### config.mk
export PLATFORM = sky130hd
export DESIGN_NAME = note_table_melody_sequencer
export DESIGN_NICKNAME = d
export VERILOG_FILES = /design/src/hw/rtl/nts_pkg.sv /design/src/hw/rtl/nts_ram.sv /design/src/hw/rtl/nts_div.sv /design/src/hw/rtl/nts_ctrl.sv /design/src/hw/rtl/nts_dp.sv /design/src/hw/rtl/note_table_melody_sequencer.sv
export SDC_FILE = /design/constraint.sdc
export NUM_CORES = 2
export LEC_CHECK = 0
export BUFFER_PORTS_ARGS = -buffer_cell sky130_fd_sc_hd__buf_2
export CAP_MARGIN = 20
export CORE_ASPECT_RATIO = 0.6
export CORE_MARGIN = 2
export CORE_UTILIZATION = 29
export DETAILED_ROUTE_END_ITERATION = 16
export SLEW_MARGIN = 40
export SYNTH_ARGS = -nofsm -noshare
export SYNTH_HDL_FRONTEND = slang
export SYNTH_HIERARCHICAL = 1
export SYNTH_SLANG_ARGS = --single-unit
### constraint.sdc
create_clock -name clk -period 6.6 [get_ports clk]
set_input_delay 0.33 -clock clk [delete_from_list [all_inputs] [get_ports clk]]
set_output_delay 0.33 -clock clk [all_outputs]
set_load 0.01 [all_outputs]
### src/hw/rtl/nts_pkg.sv
// ----------------------------------------------------------------------------
// nts_pkg: shared types and constants for the melody sequencer
// Field widths, item kinds, register indexes, controller states and the
// command and status bundles between controller and datapath.
// ----------------------------------------------------------------------------
package nts_pkg;

  // Table geometry
  localparam int MAX_NOTES = 64;
  localparam int IDX_W     = $clog2(MAX_NOTES);
  localparam int COUNT_W   = IDX_W + 1;

  // Field widths
  localparam int PITCH_W   = 16;
  localparam int DIVR_W    = 8;
  localparam int WHOLE_W   = 16;
  localparam int DUR_W     = 17;
  localparam int ENTRY_W   = PITCH_W + DIVR_W;
  localparam int NINE_W    = DUR_W + 3;

  // Serial divider: one quotient bit per cycle over the whole-note dividend
  localparam int DIV_CNT_W = $clog2(WHOLE_W);

  // floor(y / 10) == (y * RECIP_TEN) >> RECIP_SHIFT for every y below 2^22
  localparam int RECIP_SHIFT = 23;
  localparam int RECIP_W     = 24;
  localparam logic [RECIP_W-1:0] RECIP_TEN = 24'd838861;
  localparam int PROD_W      = NINE_W + RECIP_W;

  localparam logic [DUR_W-1:0] ELAPSED_MAX = {DUR_W{1'b1}};

  // Stream payload widths
  localparam int IN_DATA_W  = 32;
  localparam int OUT_DATA_W = 48;
  localparam int FUNC_W     = 2;

  // Configuration port
  localparam int CFG_IDX_W  = 1;
  localparam int CFG_DATA_W = 16;
  localparam logic [CFG_IDX_W-1:0] CFG_WHOLE_NOTE = 1'b0;
  localparam logic [CFG_IDX_W-1:0] CFG_MELODY_LEN = 1'b1;

  typedef enum logic [FUNC_W-1:0] {
    FUNC_TICK  = 2'd0,
    FUNC_START = 2'd1,
    FUNC_WRITE = 2'd2,
    FUNC_NONE  = 2'd3
  } func_t;

  typedef enum logic [2:0] {
    ST_IDLE,
    ST_DISPATCH,
    ST_READ,
    ST_DIVIDE,
    ST_SCALE,
    ST_NINE,
    ST_GATE,
    ST_DONE
  } state_t;

  typedef struct packed {
    logic latch;      // capture the accepted request
    logic ram_read;   // read the current note entry
    logic div_start;  // launch whole / |divider|
    logic scale;      // form note length
    logic nine;       // form 9 * length
    logic gate;       // form floor(9 * length / 10)
    logic commit;     // update state and load the result register
  } cmd_t;

  typedef struct packed {
    func_t func;
    logic  note_ok;   // tick would evaluate a note
    logic  div_busy;
    logic  slot_free; // result register can take a new result
  } status_t;

endpackage

### src/hw/rtl/nts_ram.sv
// ----------------------------------------------------------------------------
// nts_ram: generic simple dual-port RAM
// One write port and one read port with registered read data.
// ----------------------------------------------------------------------------
module nts_ram #(
  parameter int WIDTH = 8,
  parameter int DEPTH = 16
) (
  input  logic                     clk,
  input  logic                     we,
  input  logic [$clog2(DEPTH)-1:0] waddr,
  input  logic [WIDTH-1:0]         wdata,
  input  logic                     re,
  input  logic [$clog2(DEPTH)-1:0] raddr,
  output logic [WIDTH-1:0]         rdata
);

  logic [WIDTH-1:0] mem_r [DEPTH];
  logic [WIDTH-1:0] rdata_r;

  // Write and registered read
  always_ff @(posedge clk) begin
    if (we) begin
      mem_r[waddr] <= wdata;
    end
    if (re) begin
      rdata_r <= mem_r[raddr];
    end
  end

  assign rdata = rdata_r;

endmodule

### src/hw/rtl/nts_div.sv
// ----------------------------------------------------------------------------
// nts_div: serial restoring divider
// Divides the whole-note time by the divider magnitude, one quotient bit
// per cycle.
// ----------------------------------------------------------------------------
module nts_div
  import nts_pkg::*;
(
  input  logic               clk,
  input  logic               rst_n,
  input  logic               start,
  input  logic [WHOLE_W-1:0] dividend,
  input  logic [DIVR_W-1:0]  divisor,
  output logic               busy,
  output logic [WHOLE_W-1:0] quotient
);

  logic                 busy_r, busy_nxt;
  logic [DIV_CNT_W-1:0] cnt_r, cnt_nxt;
  logic [DIVR_W-1:0]    rem_r, rem_nxt;
  logic [WHOLE_W-1:0]   quo_r, quo_nxt;
  logic [DIVR_W-1:0]    dsr_r, dsr_nxt;
  logic [DIVR_W:0]      trial;
  logic                 fits;

  // One trial subtraction per cycle
  always_comb begin
    trial    = {rem_r, quo_r[WHOLE_W-1]};
    fits     = trial >= {1'b0, dsr_r};
    busy_nxt = busy_r;
    cnt_nxt  = cnt_r;
    rem_nxt  = rem_r;
    quo_nxt  = quo_r;
    dsr_nxt  = dsr_r;
    if (start) begin
      busy_nxt = 1'b1;
      cnt_nxt  = '0;
      rem_nxt  = '0;
      quo_nxt  = dividend;
      dsr_nxt  = divisor;
    end else if (busy_r) begin
      rem_nxt = fits ? DIVR_W'(trial - {1'b0, dsr_r}) : trial[DIVR_W-1:0];
      quo_nxt = {quo_r[WHOLE_W-2:0], fits};
      cnt_nxt = cnt_r + 1'b1;
      if (cnt_r == DIV_CNT_W'(WHOLE_W - 1)) begin
        busy_nxt = 1'b0;
      end
    end
  end

  always_ff @(posedge clk) begin
    if (!rst_n) begin
      busy_r <= 1'b0;
    end else begin
      busy_r <= busy_nxt;
    end
  end

  always_ff @(posedge clk) begin
    cnt_r <= cnt_nxt;
    rem_r <= rem_nxt;
    quo_r <= quo_nxt;
    dsr_r <= dsr_nxt;
  end

  assign busy     = busy_r;
  assign quotient = quo_r;

endmodule

### src/hw/rtl/nts_ctrl.sv
// ----------------------------------------------------------------------------
// nts_ctrl: sequencer controller
// Steps each request through dispatch and result commit; a tick that
// evaluates a note also passes table read, divide and scaling.
// ----------------------------------------------------------------------------
module nts_ctrl
  import nts_pkg::*;
(
  input  logic    clk,
  input  logic    rst_n,
  input  logic    in_valid,
  output logic    in_ready,
  input  status_t status,
  output cmd_t    cmd
);

  state_t state_r, state_nxt;

  // Next state
  always_comb begin
    state_nxt = state_r;
    unique case (state_r)
      ST_IDLE: begin
        if (in_valid) begin
          state_nxt = ST_DISPATCH;
        end
      end
      ST_DISPATCH: begin
        if (status.func == FUNC_TICK && status.note_ok) begin
          state_nxt = ST_READ;
        end else begin
          state_nxt = ST_DONE;
        end
      end
      ST_READ:   state_nxt = ST_DIVIDE;
      ST_DIVIDE: begin
        if (!status.div_busy) begin
          state_nxt = ST_SCALE;
        end
      end
      ST_SCALE:  state_nxt = ST_NINE;
      ST_NINE:   state_nxt = ST_GATE;
      ST_GATE:   state_nxt = ST_DONE;
      ST_DONE: begin
        if (status.slot_free) begin
          state_nxt = ST_IDLE;
        end
      end
      default:   state_nxt = ST_IDLE;
    endcase
  end

  // Commands
  always_comb begin
    cmd           = '0;
    in_ready      = (state_r == ST_IDLE);
    cmd.latch     = (state_r == ST_IDLE) && in_valid;
    cmd.ram_read  = (state_r == ST_DISPATCH);
    cmd.div_start = (state_r == ST_READ);
    cmd.scale     = (state_r == ST_SCALE);
    cmd.nine      = (state_r == ST_NINE);
    cmd.gate      = (state_r == ST_GATE);
    cmd.commit    = (state_r == ST_DONE) && status.slot_free;
  end

  always_ff @(posedge clk) begin
    if (!rst_n) begin
      state_r <= ST_IDLE;
    end else begin
      state_r <= state_nxt;
    end
  end

endmodule

### src/hw/rtl/nts_dp.sv
// ----------------------------------------------------------------------------
// nts_dp: sequencer datapath
// Holds configuration, playback state, the note table, the note length
// arithmetic and the result register.
// ----------------------------------------------------------------------------
module nts_dp
  import nts_pkg::*;
(
  input  logic                  clk,
  input  logic                  rst_n,
  input  cmd_t                  cmd,
  output status_t               status,
  input  logic [FUNC_W-1:0]     in_func,
  input  logic [IDX_W-1:0]      in_index,
  input  logic [PITCH_W-1:0]    in_pitch,
  input  logic [DIVR_W-1:0]     in_divider,
  input  logic                  cfg_we,
  input  logic [CFG_IDX_W-1:0]  cfg_index,
  input  logic [CFG_DATA_W-1:0] cfg_wdata,
  output logic                  out_valid,
  input  logic                  out_ready,
  output logic                  out_tone_start,
  output logic [PITCH_W-1:0]    out_pitch,
  output logic [DUR_W-1:0]      out_gate,
  output logic                  out_sounding,
  output logic                  out_playing,
  output logic [COUNT_W-1:0]    out_note_index
);

  // Configuration
  logic [WHOLE_W-1:0] whole_r;
  logic [COUNT_W-1:0] mlen_r;

  // Playback state
  logic [COUNT_W-1:0] cur_r, cur_nxt;
  logic [DUR_W-1:0]   elapsed_r, elapsed_nxt;
  logic               playing_r, playing_nxt;
  logic               begun_r, begun_nxt;

  // Latched request
  func_t              func_r;
  logic [IDX_W-1:0]   idx_r;
  logic [PITCH_W-1:0] pitch_r;
  logic [DIVR_W-1:0]  divr_r;

  // Arithmetic
  logic [ENTRY_W-1:0] entry;
  logic [DIVR_W-1:0]  entry_div;
  logic [DIVR_W-1:0]  mag;
  logic [WHOLE_W-1:0] quo;
  logic               div_busy;
  logic [DUR_W-1:0]   dur_r;
  logic [NINE_W-1:0]  nine_r;
  logic [PROD_W-1:0]  prod_r;
  logic [DUR_W-1:0]   gate;

  // Result register
  logic               oval_r, oval_nxt;
  logic               o_start_r, o_start_nxt;
  logic [PITCH_W-1:0] o_pitch_r, o_pitch_nxt;
  logic [DUR_W-1:0]   o_gate_r, o_gate_nxt;
  logic               o_snd_r, o_snd_nxt;
  logic               o_play_r, o_play_nxt;
  logic [COUNT_W-1:0] o_idx_r, o_idx_nxt;

  logic [COUNT_W-1:0] len_eff;
  logic [DUR_W-1:0]   elapsed_inc;
  logic               slot_free;
  logic               note_ok;

  // Note table
  nts_ram #(
    .WIDTH (ENTRY_W),
    .DEPTH (MAX_NOTES)
  ) u_store (
    .clk   (clk),
    .we    (cmd.commit && func_r == FUNC_WRITE),
    .waddr (idx_r),
    .wdata ({pitch_r, divr_r}),
    .re    (cmd.ram_read),
    .raddr (cur_r[IDX_W-1:0]),
    .rdata (entry)
  );

  assign entry_div = entry[DIVR_W-1:0];
  assign mag       = entry_div[DIVR_W-1] ? DIVR_W'(-entry_div) : entry_div;

  nts_div u_div (
    .clk      (clk),
    .rst_n    (rst_n),
    .start    (cmd.div_start),
    .dividend (whole_r),
    .divisor  (mag),
    .busy     (div_busy),
    .quotient (quo)
  );

  assign gate = prod_r[RECIP_SHIFT +: DUR_W];

  // Configuration writes
  always_ff @(posedge clk) begin
    if (!rst_n) begin
      whole_r <= WHOLE_W'(2000);
      mlen_r  <= '0;
    end else if (cfg_we) begin
      unique case (cfg_index)
        CFG_WHOLE_NOTE: whole_r <= cfg_wdata;
        CFG_MELODY_LEN: mlen_r  <= cfg_wdata[COUNT_W-1:0];
        default:        ;
      endcase
    end
  end

  // Capture the request
  always_ff @(posedge clk) begin
    if (cmd.latch) begin
      func_r  <= func_t'(in_func);
      idx_r   <= in_index;
      pitch_r <= in_pitch;
      divr_r  <= in_divider;
    end
  end

  // Length, 9 * length, and the reciprocal product
  always_ff @(posedge clk) begin
    if (cmd.scale) begin
      if (mag == '0) begin
        dur_r <= '0;
      end else if (entry_div[DIVR_W-1]) begin
        dur_r <= DUR_W'(quo) + DUR_W'(quo >> 1);
      end else begin
        dur_r <= DUR_W'(quo);
      end
    end
    if (cmd.nine) begin
      nine_r <= {dur_r, 3'b000} + NINE_W'(dur_r);
    end
    if (cmd.gate) begin
      prod_r <= PROD_W'(nine_r) * PROD_W'(RECIP_TEN);
    end
  end

  assign len_eff     = (mlen_r > COUNT_W'(MAX_NOTES)) ? COUNT_W'(MAX_NOTES) : mlen_r;
  assign note_ok     = playing_r && (len_eff != '0) && (cur_r < len_eff);
  assign elapsed_inc = (elapsed_r == ELAPSED_MAX) ? elapsed_r : elapsed_r + 1'b1;
  assign slot_free   = !oval_r || out_ready;

  // Resolve the request and form the result
  always_comb begin
    cur_nxt     = cur_r;
    elapsed_nxt = elapsed_r;
    playing_nxt = playing_r;
    begun_nxt   = begun_r;
    o_start_nxt = 1'b0;
    o_pitch_nxt = '0;
    o_gate_nxt  = '0;
    o_snd_nxt   = 1'b0;
    o_idx_nxt   = cur_r;
    unique case (func_r)
      FUNC_START: begin
        cur_nxt     = '0;
        elapsed_nxt = '0;
        playing_nxt = 1'b1;
        begun_nxt   = 1'b0;
        o_idx_nxt   = '0;
      end
      FUNC_TICK: begin
        if (playing_r && !note_ok) begin
          playing_nxt = 1'b0;
        end else if (note_ok) begin
          o_pitch_nxt = entry[ENTRY_W-1:DIVR_W];
          o_gate_nxt  = gate;
          elapsed_nxt = elapsed_inc;
          if (elapsed_inc >= dur_r) begin
            // advance to the next note, stop after the last one
            cur_nxt     = cur_r + 1'b1;
            elapsed_nxt = '0;
            begun_nxt   = 1'b0;
            if (cur_r + 1'b1 >= len_eff) begin
              playing_nxt = 1'b0;
            end
          end else if (elapsed_inc <= gate) begin
            o_snd_nxt = 1'b1;
            if (!begun_r) begin
              o_start_nxt = 1'b1;
              begun_nxt   = 1'b1;
            end
          end
        end
      end
      FUNC_WRITE, FUNC_NONE: ;
      default: ;
    endcase
    o_play_nxt = playing_nxt;
    oval_nxt   = cmd.commit ? 1'b1 : (out_ready ? 1'b0 : oval_r);
  end

  // Playback state and result valid
  always_ff @(posedge clk) begin
    if (!rst_n) begin
      cur_r     <= '0;
      elapsed_r <= '0;
      playing_r <= 1'b0;
      begun_r   <= 1'b0;
      oval_r    <= 1'b0;
    end else begin
      oval_r <= oval_nxt;
      if (cmd.commit) begin
        cur_r     <= cur_nxt;
        elapsed_r <= elapsed_nxt;
        playing_r <= playing_nxt;
        begun_r   <= begun_nxt;
      end
    end
  end

  // Result payload
  always_ff @(posedge clk) begin
    if (cmd.commit) begin
      o_start_r <= o_start_nxt;
      o_pitch_r <= o_pitch_nxt;
      o_gate_r  <= o_gate_nxt;
      o_snd_r   <= o_snd_nxt;
      o_play_r  <= o_play_nxt;
      o_idx_r   <= o_idx_nxt;
    end
  end

  assign status.func      = func_r;
  assign status.note_ok   = note_ok;
  assign status.div_busy  = div_busy;
  assign status.slot_free = slot_free;

  assign out_valid      = oval_r;
  assign out_tone_start = o_start_r;
  assign out_pitch      = o_pitch_r;
  assign out_gate       = o_gate_r;
  assign out_sounding   = o_snd_r;
  assign out_playing    = o_play_r;
  assign out_note_index = o_idx_r;

endmodule

### src/hw/rtl/note_table_melody_sequencer.sv
// ----------------------------------------------------------------------------
// note_table_melody_sequencer: melody sequencer over a stored note table
// Table writes, playback start and millisecond ticks in; one result per
// request out.
// ----------------------------------------------------------------------------
// Takes one request at a time and returns exactly one result for each. A
// tick that evaluates a note goes through a table read, a serial divide of the
// whole-note time by the divider magnitude, and three arithmetic stages for
// the dotted-note scaling and the 90 percent gate before the next request
// can be taken; every other request goes from dispatch straight to commit.
// The result sits in an output register, so a tick is accepted and worked
// on while the previous result still waits; the commit stalls only until
// that register frees up. Table entries have no reset and must be written
// before they are played.
module note_table_melody_sequencer
  import nts_pkg::*;
(
  input  logic                  clk,
  input  logic                  rst_n,
  // entry_index [5:0], entry_pitch [21:6], entry_divider [29:22], zero [31:30]
  input  logic [IN_DATA_W-1:0]  in_tdata,
  // func [1:0]
  input  logic [FUNC_W-1:0]     in_tuser,
  input  logic                  in_tvalid,
  output logic                  in_tready,
  // tone_start [0], pitch_hz [16:1], gate_ms [33:17], sounding [34],
  // playing [35], note_index [42:36], zero [47:43]
  output logic [OUT_DATA_W-1:0] out_tdata,
  output logic                  out_tvalid,
  input  logic                  out_tready,
  input  logic                  cfg_we,
  input  logic [CFG_IDX_W-1:0]  cfg_index,
  input  logic [CFG_DATA_W-1:0] cfg_wdata
);

  cmd_t               cmd;
  status_t            status;
  logic               o_start;
  logic [PITCH_W-1:0] o_pitch;
  logic [DUR_W-1:0]   o_gate;
  logic               o_snd;
  logic               o_play;
  logic [COUNT_W-1:0] o_idx;

  nts_ctrl u_ctrl (
    .clk      (clk),
    .rst_n    (rst_n),
    .in_valid (in_tvalid),
    .in_ready (in_tready),
    .status   (status),
    .cmd      (cmd)
  );

  nts_dp u_dp (
    .clk            (clk),
    .rst_n          (rst_n),
    .cmd            (cmd),
    .status         (status),
    .in_func        (in_tuser),
    .in_index       (in_tdata[IDX_W-1:0]),
    .in_pitch       (in_tdata[IDX_W +: PITCH_W]),
    .in_divider     (in_tdata[IDX_W+PITCH_W +: DIVR_W]),
    .cfg_we         (cfg_we),
    .cfg_index      (cfg_index),
    .cfg_wdata      (cfg_wdata),
    .out_valid      (out_tvalid),
    .out_ready      (out_tready),
    .out_tone_start (o_start),
    .out_pitch      (o_pitch),
    .out_gate       (o_gate),
    .out_sounding   (o_snd),
    .out_playing    (o_play),
    .out_note_index (o_idx)
  );

  // Pack the result
  assign out_tdata = {5'b0, o_idx, o_play, o_snd, o_gate, o_pitch, o_start};

  // One request in flight: no new request right after an acceptance
  a_one_in_flight: assert property (@(posedge clk) disable iff (!rst_n)
    (in_tvalid && in_tready) |=> !in_tready)
    else $error("request accepted while another is in flight");

  // A tone start is always a sounding note of a running melody
  a_start_sounds: assert property (@(posedge clk) disable iff (!rst_n)
    (out_tvalid && o_start) |-> (o_snd && o_play))
    else $error("tone start without sounding playback");

  // A sounding note has a nonzero gate
  a_gate_nonzero: assert property (@(posedge clk) disable iff (!rst_n)
    (out_tvalid && o_snd) |-> (o_gate != '0))
    else $error("sounding with zero gate");

  // The result register fills only while the controller is busy
  a_fill_busy: assert property (@(posedge clk) disable iff (!rst_n)
    cmd.commit |-> !in_tready)
    else $error("result committed while idle");

endmodule

==> impl_metrics.yaml <==
clock_network:
  cts-buffers-inserted: 163
  cts_tree: "yes"
  clockBufferDepth: 4
  clkTransAtPathRegs_ns: 0.07
  insertion_delay_ns: 0.83
  htreeDepth: 4
  cts_root_buffer: "clkbuf_16"
  numClockSinks: 1779
detailed_routing:
  drt-vias-per-instance: 5.00
  drc: 0
  drtAntennaViolNets: 0
  vias: 42200
  drtIter0Drc: 5392
  dr.pass1.iters: 6
  wirelength_um: 208000
  wire_per_inst_um: 24.7
logic_synthesis:
  synthTopCellsByArea: "edfxtp_1 66%, mux4_2 10%, ha_1 4.7%, fa_1 3.4%, dfxtp_1 1.7%"
  yosysSeqAreaShare_pct: 67.2
  synth_top_area_share_pct: 65.5
  synth_top_cells_by_count: "1,713 x edfxtp_1, 355 x mux4_2, 294 x ha_1, 278 x inv_1, 151 x nor2_1"
  synth-seq-cells: 1779
  yosysMostFrequentCell: "edfxtp_1"
  ys_types: 90
  synth_edf_count: 1713
  synthArstFlopShare_pct: 0
  synth-main-ff-cell: "edfxtp_1"
  synth_top_area_cell: "edfxtp_1"
  synth_warnings: 6
  synth_cells: 4443
  synth_area_per_cell_um2: 17.7
  synth_area_um2: 78500
timing:
  skew_ns: 0.0898
  drv_slew: 0
  holdWs_ns: 0.0776
  final_hold_viol_count: 0
  slew_headroom_pct: 33.5
  fmax_mhz: 156
  fin_crit_sh_pct: 97.0
  tightestPinTransition_ns: 0.997
  setup_slack_ns: 0.196
  period_needed_ns: 6.40
  setup_violations: 0
global_routing:
  grt_usage_pct: 14.9
  grt_max_degree: 84
  grt-ovfl-total: 0
  grt_pass1_vias: 41100
  grt_pass1_wl_um: 297000
  antenna_found_initial: 8
placement:
  dp_hpwl_um: 135000
  dp_cells: 8096
  pre_cts_ws_ns: 0.128
  gp_congestion: 0.864
  io_buffers: 98
critical_path:
  startpoint_type: "register"
  path_delay_family: "adder cells"
  r2r-start: "u_dp/nine_r[4]"
  critical_path_peak_fanout: 5
  crit_path_top_delay_cell: "fa_1"
  crit_required_ns: 7.11
  cpMostUsedCell: "fa_1"
  crit_buf_inv: 1
  critPathCaptureType: "register"
  cp_data_arrival_time_ns: 6.91
  reg2reg_depth: 18
  critPathLaunch: "u_dp/nine_r[4]"
  r2r_slack_ns: 0.20
  crit_type: "register to register"
  r2r_end: "u_dp/prod_r[35]"
  cp_cell_sequence: "buf_4 > ha_1 > xor2_1 > ha_1 > or2_2 > fa_1 > fa_1 > fa_1 > fa_1 > ha_1 > ha_4 > and3_1 > o21ai_0 > and2_1 > or3b_1 > a2111o_1 > and2_4 > xnor2_1"
  slowest_delay_ns: 0.54
die:
  coreArea_um2: 268000
  dieArea_um2: 275000
  die_w_um: 676
  io-pin-count: 106
  num_rows: 147
  die_height_um: 407
  initial_core_util_pct: 29.3
power_and_ir_drop:
  p_total_mw: 29.3
  power_density_nw_per_um2: 326
  p_leak_nw: 29.8
  irDropWorstVdd_uv: 398
layout:
  layout.cells.non_filler: 8442
  register_area_um2: 52800
  area_growth_pct: 14.6
  fill_cells: 25300
  final_nets: 5229
  layout-drive-gt1-share_pct: 21.2
  postLayoutCoreUtil_pct: 33.6
  multi_input_area_um2: 24100
hold_path:
  worstHoldStart: "out_tready"
  hp-class: "input port to register"
  whs_path_depth: 3
  whs_endpoint: "u_dp/out_valid"
run:
  cap_viol_max_count: 0
run_status:
  status: "finished clean"
layout make-up:
type                            instances  area share (%)
Antenna cell                            6          0.0167
Clock buffer                          209            4.84
Clock inverter                         69           0.642
Inverter                              281            1.17
Multi-Input combinational cell       2197            26.8
Sequential cell                      1779            58.6
Tap cell                             3576            4.97
Timing Repair Buffer                  325            2.96
worst max-delay path by stage:
stage | endpoint | slack, ns | depth (start not counted)
2_1_floorplan | u_dp/prod_r[35] | 0.77 | 17
6_report | u_dp/prod_r[35] | 0.20 | 18
5_1_grt | u_dp/prod_r[34] | -0.03 | 22
3_3_place_gp | u_dp/prod_r[33] | 0.13 | 22
4_1_cts | u_dp/prod_r[33] | 0.07 | 20
3_5_place_dp | u_dp/prod_r[36] | 0.13 | 20
cells by family after synthesis:
family                     after synthesis  synth area share [%]
AOI/OAI and AO/OA                      509                  4.43
xor gates and xnor gates                92                  1.03
adders and majority gates              426                  8.05
buffers and inverters                  471                  2.63
DFF                                   1779                  67.2
muxes                                  540                  12.7
other                                    1               0.00478
and+or+nand+nor                        625                  4.02
placed cells by master (no fill, tap or decap), types with 13 or more instances in the layout:
| master | n |
|---|---|
| nand2_1 | 136 |
| a21oi_1 | 105 |
| ha_1 | 290 |
| a211oi_1 | 22 |
| o21ai_0 | 64 |
| dfxtp_1 | 60 |
| nand4_1 | 22 |
| buf_8 | 16 |
| a22oi_1 | 29 |
| clkbuf_16 | 166 |
| buf_2 | 98 |
| inv_1 | 278 |
| mux4_2 | 355 |
| fa_1 | 132 |
| nand3_1 | 72 |
| o211ai_1 | 13 |
| mux2i_1 | 113 |
| xnor2_1 | 49 |
| or3_1 | 16 |
| o21a_1 | 24 |
| xor2_1 | 43 |
| mux2_2 | 70 |
| nor2_4 | 20 |
| clkbuf_1 | 39 |
| o22ai_1 | 52 |
| buf_4 | 140 |
| a31oi_1 | 20 |
| nand2b_1 | 24 |
| clkinv_2 | 15 |
| nor3_1 | 38 |
| nor2b_1 | 26 |
| clkinv_1 | 37 |
| a221oi_1 | 53 |
| nor2_2 | 48 |
| nor2_1 | 83 |
| a21o_1 | 37 |
| and3_1 | 29 |
| dlygate4sd3_1 | 52 |
| edfxtp_1 | 1713 |
| and2_1 | 44 |
metrics by stage:
step / TNS, ns / area, µm²
after global routing: -0.0409 / 90000
after CTS: 0 / 89800
after floorplan: 0 / 78500
after detailed placement: 0 / 84400
after global placement: 0 / 83900
final: 0 / 90000
worst register-to-register path, delay by kind of cell (launching register included):
family | cells | cell delay (ns)
fa+ha+maj | 8 | 3.24
compound gates | 2 | 0.58
buf+inv | 1 | 0.21
simple gates | 5 | 1.31
flops | 1 | 0.51
xor+xnor | 2 | 0.31
power breakdown:
group | switching (mW) | total (mW) | internal [mW]
combinational | 4.33 | 7.27 | 2.94
sequential | 0.129 | 12.9 | 12.8
clock | 4.10 | 9.14 | 5.04
metal layers:
metal | up-vias | part of all wire, % | GRT usage (%)
li1 | 18100 | - | -
met1 | 22100 | 46 | 22.7
met2 | 1764 | 42 | 21.1
met3 | 219 | 9.9 | 3.93
met4 | 0 | 1.9 | 3.01
met5 | - | 0 | 0
flip-flops by register name, indices dropped and copies added (netlist names), 6 cells and up:
name and flops:
u_dp/cur_r 7, u_dp/divr_r 8, u_dp/dur_r 17, u_dp/elapsed_r 17, u_dp/idx_r 6, u_dp/mlen_r 7, u_dp/nine_r 20, u_dp/out_gate 17
u_dp/out_note_index 7, u_dp/out_pitch 16, u_dp/pitch_r 16, u_dp/prod_r 17, u_dp/u_div/dsr_r 8, u_dp/u_div/quotient 16, u_dp/u_div/rem_r 8, u_dp/u_store/mem_r 1536
u_dp/u_store/rdata 24, u_dp/whole_r 16
timing repair:
item / CTS / global route
hold buffers: 52 / 0
endpoints found under the hold margin: 57 / 0
buffers inserted: 0 / 5
setup endpoints to repair: 0 / 9
resized for setup: 0 / 11
Note: power is estimated with default switching activity, not from simulation.
